File: src/rtl/wre_pkg.sv
// Package for windowed_rms_energy_core: field widths, register reset value,
// sequencer state type. No dependencies.
`default_nettype none

package wre_pkg;

  localparam int SAMPLE_W = 16;
  localparam int HOP_W    = 16;
  localparam int COUNT_W  = 16;
  localparam int RMS_W    = 17;
  localparam int SQ_W     = 2 * SAMPLE_W;           // square of a magnitude
  localparam int SUM_W    = 47;                      // window sum of squares
  localparam int NUM_W    = SUM_W + 2;               // 4 * sum
  localparam int RAD_W    = 34;                      // 4 * sum / count, padded even
  localparam int SREM_W   = 19;                      // square root remainder
  localparam int STEP_W   = 6;                       // iteration counter

  localparam logic [HOP_W-1:0] HOP_RESET = 16'd1600;
  localparam logic [RMS_W-1:0] RMS_MAX   = 17'd65536;

  localparam logic [STEP_W-1:0] SQ_LAST   = STEP_W'(SAMPLE_W - 1);
  localparam logic [STEP_W-1:0] DIV_LAST  = STEP_W'(NUM_W - 1);
  localparam logic [STEP_W-1:0] SQRT_LAST = STEP_W'(RMS_W - 1);

  typedef enum logic [5:0] {
    S_IDLE   = 6'b000001,
    S_SQUARE = 6'b000010,
    S_ACCUM  = 6'b000100,
    S_DIV    = 6'b001000,
    S_SQRT   = 6'b010000,
    S_HOLD   = 6'b100000
  } state_t;

endpackage

`default_nettype wire

File: src/rtl/windowed_rms_energy_core.sv
// Windowed RMS energy of a signed PCM16 stream: bit-serial square, window
// accumulation, radix-2 divide and digit-by-digit square root. Depends on wre_pkg.
//
// Input (in_valid / in_stall): one PCM sample per transaction; in_end_of_stream
//   marks the last sample and closes a partial window.
// Result (out_valid / out_stall): one transaction per closed window with the
//   RMS (16 fraction bits, 65536 = 1.0), the sample count and the final flag.
// Config: cfg_wr_en writes cfg_wr_data into the window length (zero acts as
//   one). Write only while the block is idle.
// Flow: in_stall is high while a sample is worked on. A sample that leaves
//   its window open is squared by shift-add in S_SQUARE and added to the
//   sum in S_ACCUM. A closing sample goes on through S_DIV, S_SQRT and
//   S_HOLD, and out_valid rises as S_HOLD publishes. The next sample is
//   taken only once the block is back in S_IDLE.
// Reset: rst_n (synchronous, active low) clears sum and count, drops any
//   pending result and sets the window length to 1600.
// Stall: a result waits in the output register while out_stall is high;
//   samples keep flowing until the next window closes, which then holds in
//   the publish state until the waiting result is taken.
`default_nettype none

module windowed_rms_energy_core
  import wre_pkg::*;
(
  input  wire                      clk,
  input  wire                      rst_n,
  // configuration
  input  wire                      cfg_wr_en,
  input  wire  [HOP_W-1:0]         cfg_wr_data,
  // sample channel
  input  wire                      in_valid,
  output logic                     in_stall,
  input  wire  signed [SAMPLE_W-1:0] in_sample,
  input  wire                      in_end_of_stream,
  // result channel
  output logic                     out_valid,
  input  wire                      out_stall,
  output logic [RMS_W-1:0]         out_rms_value,
  output logic [COUNT_W-1:0]       out_window_count,
  output logic                     out_final_window
);

  // control state
  state_t               state_r, state_nxt;
  logic [STEP_W-1:0]    step_r, step_nxt;
  logic [HOP_W-1:0]     hop_r, hop_nxt;
  logic [SUM_W-1:0]     sum_r, sum_nxt;
  logic [COUNT_W-1:0]   count_r, count_nxt;
  logic                 out_valid_r, out_valid_nxt;

  // datapath registers
  logic [SQ_W-1:0]      mcand_r, mcand_nxt;
  logic [SAMPLE_W-1:0]  mplier_r, mplier_nxt;
  logic [SQ_W-1:0]      sq_r, sq_nxt;
  logic                 last_r, last_nxt;
  logic [NUM_W-1:0]     num_r, num_nxt;
  logic [RAD_W-1:0]     quo_r, quo_nxt;
  logic [COUNT_W-1:0]   rem_r, rem_nxt;
  logic [COUNT_W-1:0]   wcount_r, wcount_nxt;
  logic [SREM_W-1:0]    srem_r, srem_nxt;
  logic [RMS_W-1:0]     root_r, root_nxt;
  logic [RMS_W-1:0]     out_rms_r, out_rms_nxt;
  logic [COUNT_W-1:0]   out_count_r, out_count_nxt;
  logic                 out_final_r, out_final_nxt;

  // combinational helpers
  logic                 in_take;
  logic                 out_free;
  logic [SAMPLE_W-1:0]  mag;
  logic [SUM_W-1:0]     sum_add;
  logic [COUNT_W-1:0]   count_inc;
  logic [HOP_W-1:0]     limit;
  logic                 close_win;
  logic [COUNT_W-1:0]   divisor;
  logic [COUNT_W:0]     div_trial;
  logic                 div_ge;
  logic [SREM_W+1:0]    sq_trial;
  logic [SREM_W+1:0]    sq_sub;
  logic                 sq_ge;

  assign in_stall  = (state_r != S_IDLE);
  assign in_take   = in_valid && !in_stall;
  assign out_free  = !out_valid_r || !out_stall;

  assign out_valid        = out_valid_r;
  assign out_rms_value    = out_rms_r;
  assign out_window_count = out_count_r;
  assign out_final_window = out_final_r;

  // Magnitude of the two's complement sample; -32768 maps to 32768.
  assign mag = in_sample[SAMPLE_W-1] ? (~in_sample + SAMPLE_W'(1)) : in_sample;

  // Window bookkeeping for the accumulate cycle.
  assign sum_add   = sum_r + SUM_W'(sq_r);
  assign count_inc = count_r + COUNT_W'(1);
  assign limit     = (hop_r == '0) ? HOP_W'(1) : hop_r;
  assign close_win = !(count_inc < limit) || last_r;

  // Restoring division step: bring down one dividend bit.
  assign divisor   = (wcount_r == '0) ? COUNT_W'(1) : wcount_r;
  assign div_trial = {rem_r, num_r[NUM_W-1]};
  assign div_ge    = (div_trial >= {1'b0, divisor});

  // Square root step: bring down two radicand bits, try 4*root + 1.
  assign sq_trial = {srem_r, quo_r[RAD_W-1 -: 2]};
  assign sq_sub   = {2'b00, root_r, 2'b01};
  assign sq_ge    = (sq_trial >= sq_sub);

  always_comb begin
    state_nxt     = state_r;
    step_nxt      = step_r;
    hop_nxt       = hop_r;
    sum_nxt       = sum_r;
    count_nxt     = count_r;
    out_valid_nxt = out_valid_r && out_stall;
    mcand_nxt     = mcand_r;
    mplier_nxt    = mplier_r;
    sq_nxt        = sq_r;
    last_nxt      = last_r;
    num_nxt       = num_r;
    quo_nxt       = quo_r;
    rem_nxt       = rem_r;
    wcount_nxt    = wcount_r;
    srem_nxt      = srem_r;
    root_nxt      = root_r;
    out_rms_nxt   = out_rms_r;
    out_count_nxt = out_count_r;
    out_final_nxt = out_final_r;

    if (cfg_wr_en) begin
      hop_nxt = cfg_wr_data;
    end

    unique case (state_r)
      S_IDLE: begin
        // Latch the sample and start the shift-add square.
        if (in_take) begin
          mcand_nxt  = SQ_W'(mag);
          mplier_nxt = mag;
          sq_nxt     = '0;
          last_nxt   = in_end_of_stream;
          step_nxt   = '0;
          state_nxt  = S_SQUARE;
        end
      end
      S_SQUARE: begin
        if (mplier_r[0]) begin
          sq_nxt = sq_r + mcand_r;
        end
        mcand_nxt  = mcand_r << 1;
        mplier_nxt = mplier_r >> 1;
        step_nxt   = step_r + STEP_W'(1);
        if (step_r == SQ_LAST) begin
          state_nxt = S_ACCUM;
        end
      end
      S_ACCUM: begin
        if (close_win) begin
          // Hand 4*sum to the divider and open a fresh window.
          num_nxt    = {sum_add, 2'b00};
          quo_nxt    = '0;
          rem_nxt    = '0;
          wcount_nxt = count_inc;
          sum_nxt    = '0;
          count_nxt  = '0;
          step_nxt   = '0;
          state_nxt  = S_DIV;
        end else begin
          sum_nxt   = sum_add;
          count_nxt = count_inc;
          state_nxt = S_IDLE;
        end
      end
      S_DIV: begin
        rem_nxt  = div_ge ? COUNT_W'(div_trial - {1'b0, divisor}) : div_trial[COUNT_W-1:0];
        quo_nxt  = {quo_r[RAD_W-2:0], div_ge};
        num_nxt  = num_r << 1;
        step_nxt = step_r + STEP_W'(1);
        if (step_r == DIV_LAST) begin
          srem_nxt  = '0;
          root_nxt  = '0;
          step_nxt  = '0;
          state_nxt = S_SQRT;
        end
      end
      S_SQRT: begin
        srem_nxt = sq_ge ? SREM_W'(sq_trial - sq_sub) : sq_trial[SREM_W-1:0];
        root_nxt = {root_r[RMS_W-2:0], sq_ge};
        quo_nxt  = quo_r << 2;
        step_nxt = step_r + STEP_W'(1);
        if (step_r == SQRT_LAST) begin
          state_nxt = S_HOLD;
        end
      end
      S_HOLD: begin
        // Wait for the output register to drain, then publish.
        if (out_free) begin
          out_valid_nxt = 1'b1;
          out_rms_nxt   = root_r;
          out_count_nxt = wcount_r;
          out_final_nxt = last_r;
          state_nxt     = S_IDLE;
        end
      end
      default: begin
        state_nxt = S_IDLE;
      end
    endcase
  end

  always_ff @(posedge clk) begin
    if (!rst_n) begin
      state_r     <= S_IDLE;
      step_r      <= '0;
      hop_r       <= HOP_RESET;
      sum_r       <= '0;
      count_r     <= '0;
      out_valid_r <= 1'b0;
    end else begin
      state_r     <= state_nxt;
      step_r      <= step_nxt;
      hop_r       <= hop_nxt;
      sum_r       <= sum_nxt;
      count_r     <= count_nxt;
      out_valid_r <= out_valid_nxt;
    end
  end

  always_ff @(posedge clk) begin
    mcand_r     <= mcand_nxt;
    mplier_r    <= mplier_nxt;
    sq_r        <= sq_nxt;
    last_r      <= last_nxt;
    num_r       <= num_nxt;
    quo_r       <= quo_nxt;
    rem_r       <= rem_nxt;
    wcount_r    <= wcount_nxt;
    srem_r      <= srem_nxt;
    root_r      <= root_nxt;
    out_rms_r   <= out_rms_nxt;
    out_count_r <= out_count_nxt;
    out_final_r <= out_final_nxt;
  end

endmodule

`default_nettype wire

File: config.mk
export PLATFORM = sky130hd
export DESIGN_NAME = windowed_rms_energy_core
export DESIGN_NICKNAME = d
export VERILOG_FILES = /design/src/rtl/wre_pkg.sv /design/src/rtl/windowed_rms_energy_core.sv
export SDC_FILE = /design/constraint.sdc
export NUM_CORES = 1
export LEC_CHECK = 0
export ABC_AREA = 1
export BUFFER_PORTS_ARGS = -buffer_cell sky130_fd_sc_hd__buf_4
export CAP_MARGIN = 15
export CORE_MARGIN = 1
export CORE_UTILIZATION = 63
export CTS_CLUSTER_DIAMETER = 100
export DETAILED_ROUTE_END_ITERATION = 16
export PLACE_DENSITY = 0.81
export SYNTH_ARGS = -nofsm -noshare
export SYNTH_HDL_FRONTEND = slang
export SYNTH_SLANG_ARGS = --single-unit
File: constraint.sdc
create_clock -name clk -period 5.6 [get_ports clk]
set_input_delay 1.12 -clock clk [delete_from_list [all_inputs] [get_ports clk]]
set_output_delay 1.12 -clock clk [all_outputs]
set_load 0.1 [all_outputs]
==> impl_results.md <==
- Run status: finished, final reports clean
- Most frequent cells after synthesis: 612 x nand2_1, 299 x inv_1, 264 x edfxtp_1
- Fin nets: 2734
- Synthesized flop and latch total: 356
- Largest net degree at the start of global routing: 70
- Fin. Hold Viols: 0
- Synthesis-to-layout area growth: 11.2%
- Post-synth EDFFs: 264
- Avg WL per Cell: 16.6 um
- P_sw: between 3000 and 4000 uW
- Worst hold slack: 442 ps
- Vias/cell: roughly 5.7
- Gate power share: 0.331
- Initial DRC count: 1159
- WS Path Type: flop to flop
- Total gr overflow: 0
- Peak supply drop: 491 uV
- Clk buf depth: 3
- Clock Power Share: 0.280
- Fmax: 0.256 GHz
- Vias in the first global route: 17000
- Total track usage: 0.303
- Final Critical Period: 3900 ps
- Fin Clk Skew: 18.0 ps
- DRC viols: 0
- Clock latency on the worst-skew pair: 540 ps
- Core Region: 0.0325 mm^2
- IO Port Bufs: 73
- Row count: 66
- CP Launch Point: count_r[0]$_SDFFE_PN0P_
- Die Y-Extent: between 150 and 200 um
- CTS Buf Count: 39
- Syn_area_per_cell: 8.26 um^2
- Setup crit start kind: flop
- Crit path max fanout: 22
- CTS tree: done
- Setup slack after layout: approximately 1700 ps
- Synthesized Nets: 2668
- Post-CTS Hold Fix Bufs: 0
- Synth unique cells: 60
- Routability cong.: between 0.9 and 1
- Die area: 0.0336 mm^2
- Synth Cell Area: around 0.021 mm^2
- Initial Utilization: 0.639
- Final TNS setup: 0 ps
- Ys Warns: 0
- Worst hold-check path type: flop to flop
- Simple-Gate Fraction of Synth Area: 0.209
- Largest family of logic cells by synthesized area: simple AND/OR/NAND/NOR gates
- P_leak: 0.00978 uW
- Synthesized instance count: 2510
- Antenna Nets Post-Route: 0
- Antenna diode count: 0
- Asr flop ratio synth: 0
- Post-synthesis xor/xnor area fraction: 0.0329
- Net Sw Frac: 0.374
- Max cap viols: 0
- Int Pwr: ~6000 uW
- Die W: ~180 um
- P per Cell Area: 408 mW/mm^2
- Post-synth top area share: 0.383
- Yosys top cell by area: edfxtp_1
- Slew HR: 0.468
- Most used DFF post-synth: edfxtp_1
- RSZ-0062 raised after global routing: false
- Register area share after synthesis: 0.471
- Post_cts resized: 0
- Fin. max-slew vios: 0
- CTS Root Cell: clkbuf_16
- Synth Area in Compound Gates: 0.142
- Crit share post-route: 0.697
- Most frequent cell after synthesis: nand2_1
- Worst EP required: between 5000 and 6000 ps
- Nature of the critical path endpoint: flop
- Hpwl dp: 36600 um
- Worst Max-Slew Pin Slew: 797 ps
- Flop pwr share: 0.389
- Core Util, Final: 0.710
- Multiplexer area fraction after synthesis: 0
- Initial antenna violation count: 0
- Worst Hold Launch: root_r[2]$_SDFFCE_PN0P_
- # IOs: 74
- Final setup viols: 0
- First-pass DRT Iterations: 7
- Worst-path clk slew: 60 ps
- Post-place setup slack: between 1500 and 2000 ps
- Share of cells above drive strength 1: 0.0722
- H-tree levels: 2
- Post-CTS setup buffer count: 0
- CTS sink count: ~360
- Synth area leaders: edfxtp_1 38%, nand2_1 11%, dfxtp_1 8.9%
- Adder-Cell Fraction of Synth Area: 0.0735
- First-pass GRT wire length: 81800 um
- RR Startpoint: count_r[0]$_SDFFE_PN0P_
- Critical Path AT: 4100 ps
- Total Wirelength: around 51000 um
- Vias: 17400
[critical path, stage by stage, from the launching register on]
cell and delay [ps]:
dfxtp_1 390, ha_1 200, nand3_1 140, nor2_2 150
nand3_1 130, nor2_1 210, nand3_1 140, nand3b_1 190
xnor2_1 170, ha_1 310, nand2_1 60, nor4_1 280
nand2_2 130, nand2_1 100, nand2_1 80, nand2_2 450
buf_4 420
[layout make-up]
cell class                 count  area, um^2
clock buffer                  51        1060
clock inverter                19         244
fill                        2591        9410
inverter                     312        1170
multi-input combinational   1777        9520
sequential                   356        9770
tap                          442         553
timing repair buffer          90         732
[power groups by stage]
stage               Clock [uW]  Combinational [uW]  Sequential (uW)
floorplan                    0                2210             3720
global placement             0                2990             3690
detailed placement           0                3060             3710
CTS                       2670                3080             3660
global route              2760                3480             3700
finish                    2630                3120             3660
[through the flow]
stage                     power [uW]  instances  area (um^2)
final                           9410       3047        23000
after global routing            9940       3047        23000
after CTS                       9400       3043        23000
after detailed placement        6770       2973        21700
after global placement          6680       2973        21700
after floorplan                 5930       2510        20700
[logic make-up (layout without fill, tap and decap cells)]
| kind of cell | after synthesis | in the layout |
|---|---|---|
| AOI/OAI and AO/OA | 535 | 535 |
| xor gates and xnor gates | 77 | 77 |
| adders and majority gates | 120 | 120 |
| buffers and inverters | 377 | 472 |
| DFF | 356 | 356 |
| and+or+nand+nor | 1045 | 1045 |
[registers in the layout, summed over array words and instances, names as in the netlist]
name              cells
rem_r                16
sum_r                47
step_r                6
state_r               6
out_rms_value        17
mplier_r             16
hop_r                16
out_window_count     16
count_r              16
root_r               17
srem_r               19
wcount_r             16
out_final_window      1
mcand_r              32
sq_r                 32
quo_r                34
out_valid             1
num_r                47
last_r                1
[cells in the final DEF, fill, tap and decap left out, types with 13 or more instances in the layout]
master,n
a31oi_1,31
inv_1,299
buf_4,86
xnor2_1,30
nand4_1,35
o22ai_1,33
nand2_1,610
a21oi_1,246
nor4_1,15
o21bai_1,13
dfxtp_1,92
nor2_1,246
clkbuf_16,41
ha_1,117
xor2_1,46
o21ai_1,29
a21o_1,15
nor3_1,25
o21ai_0,125
edfxtp_1,264
nand3_1,80
[layer usage]
layer  up-vias  routed length (um)  part of all wire  track usage
met5         -                   0                 0            0
met4         0                1640             0.032        0.113
met3       112                2860             0.057       0.0369
met2       590               24600              0.49        0.533
met1      8113               21400              0.42        0.381
li1       8632                   -                 -            -
[path summary, 6_finish.rpt]
check | slack (ps) | depth (start not counted) | to
worst max-delay path | 1700 | 16 | num_r[29]$_DFFE_PP_
worst min-delay path | 440 | 0 | out_rms_value[2]$_DFFE_PP_
worst max register to register | 1700 | 16 | num_r[29]$_DFFE_PP_
worst min register to register | 440 | 0 | out_rms_value[2]$_DFFE_PP_
(Power assumes the default switching activity.)
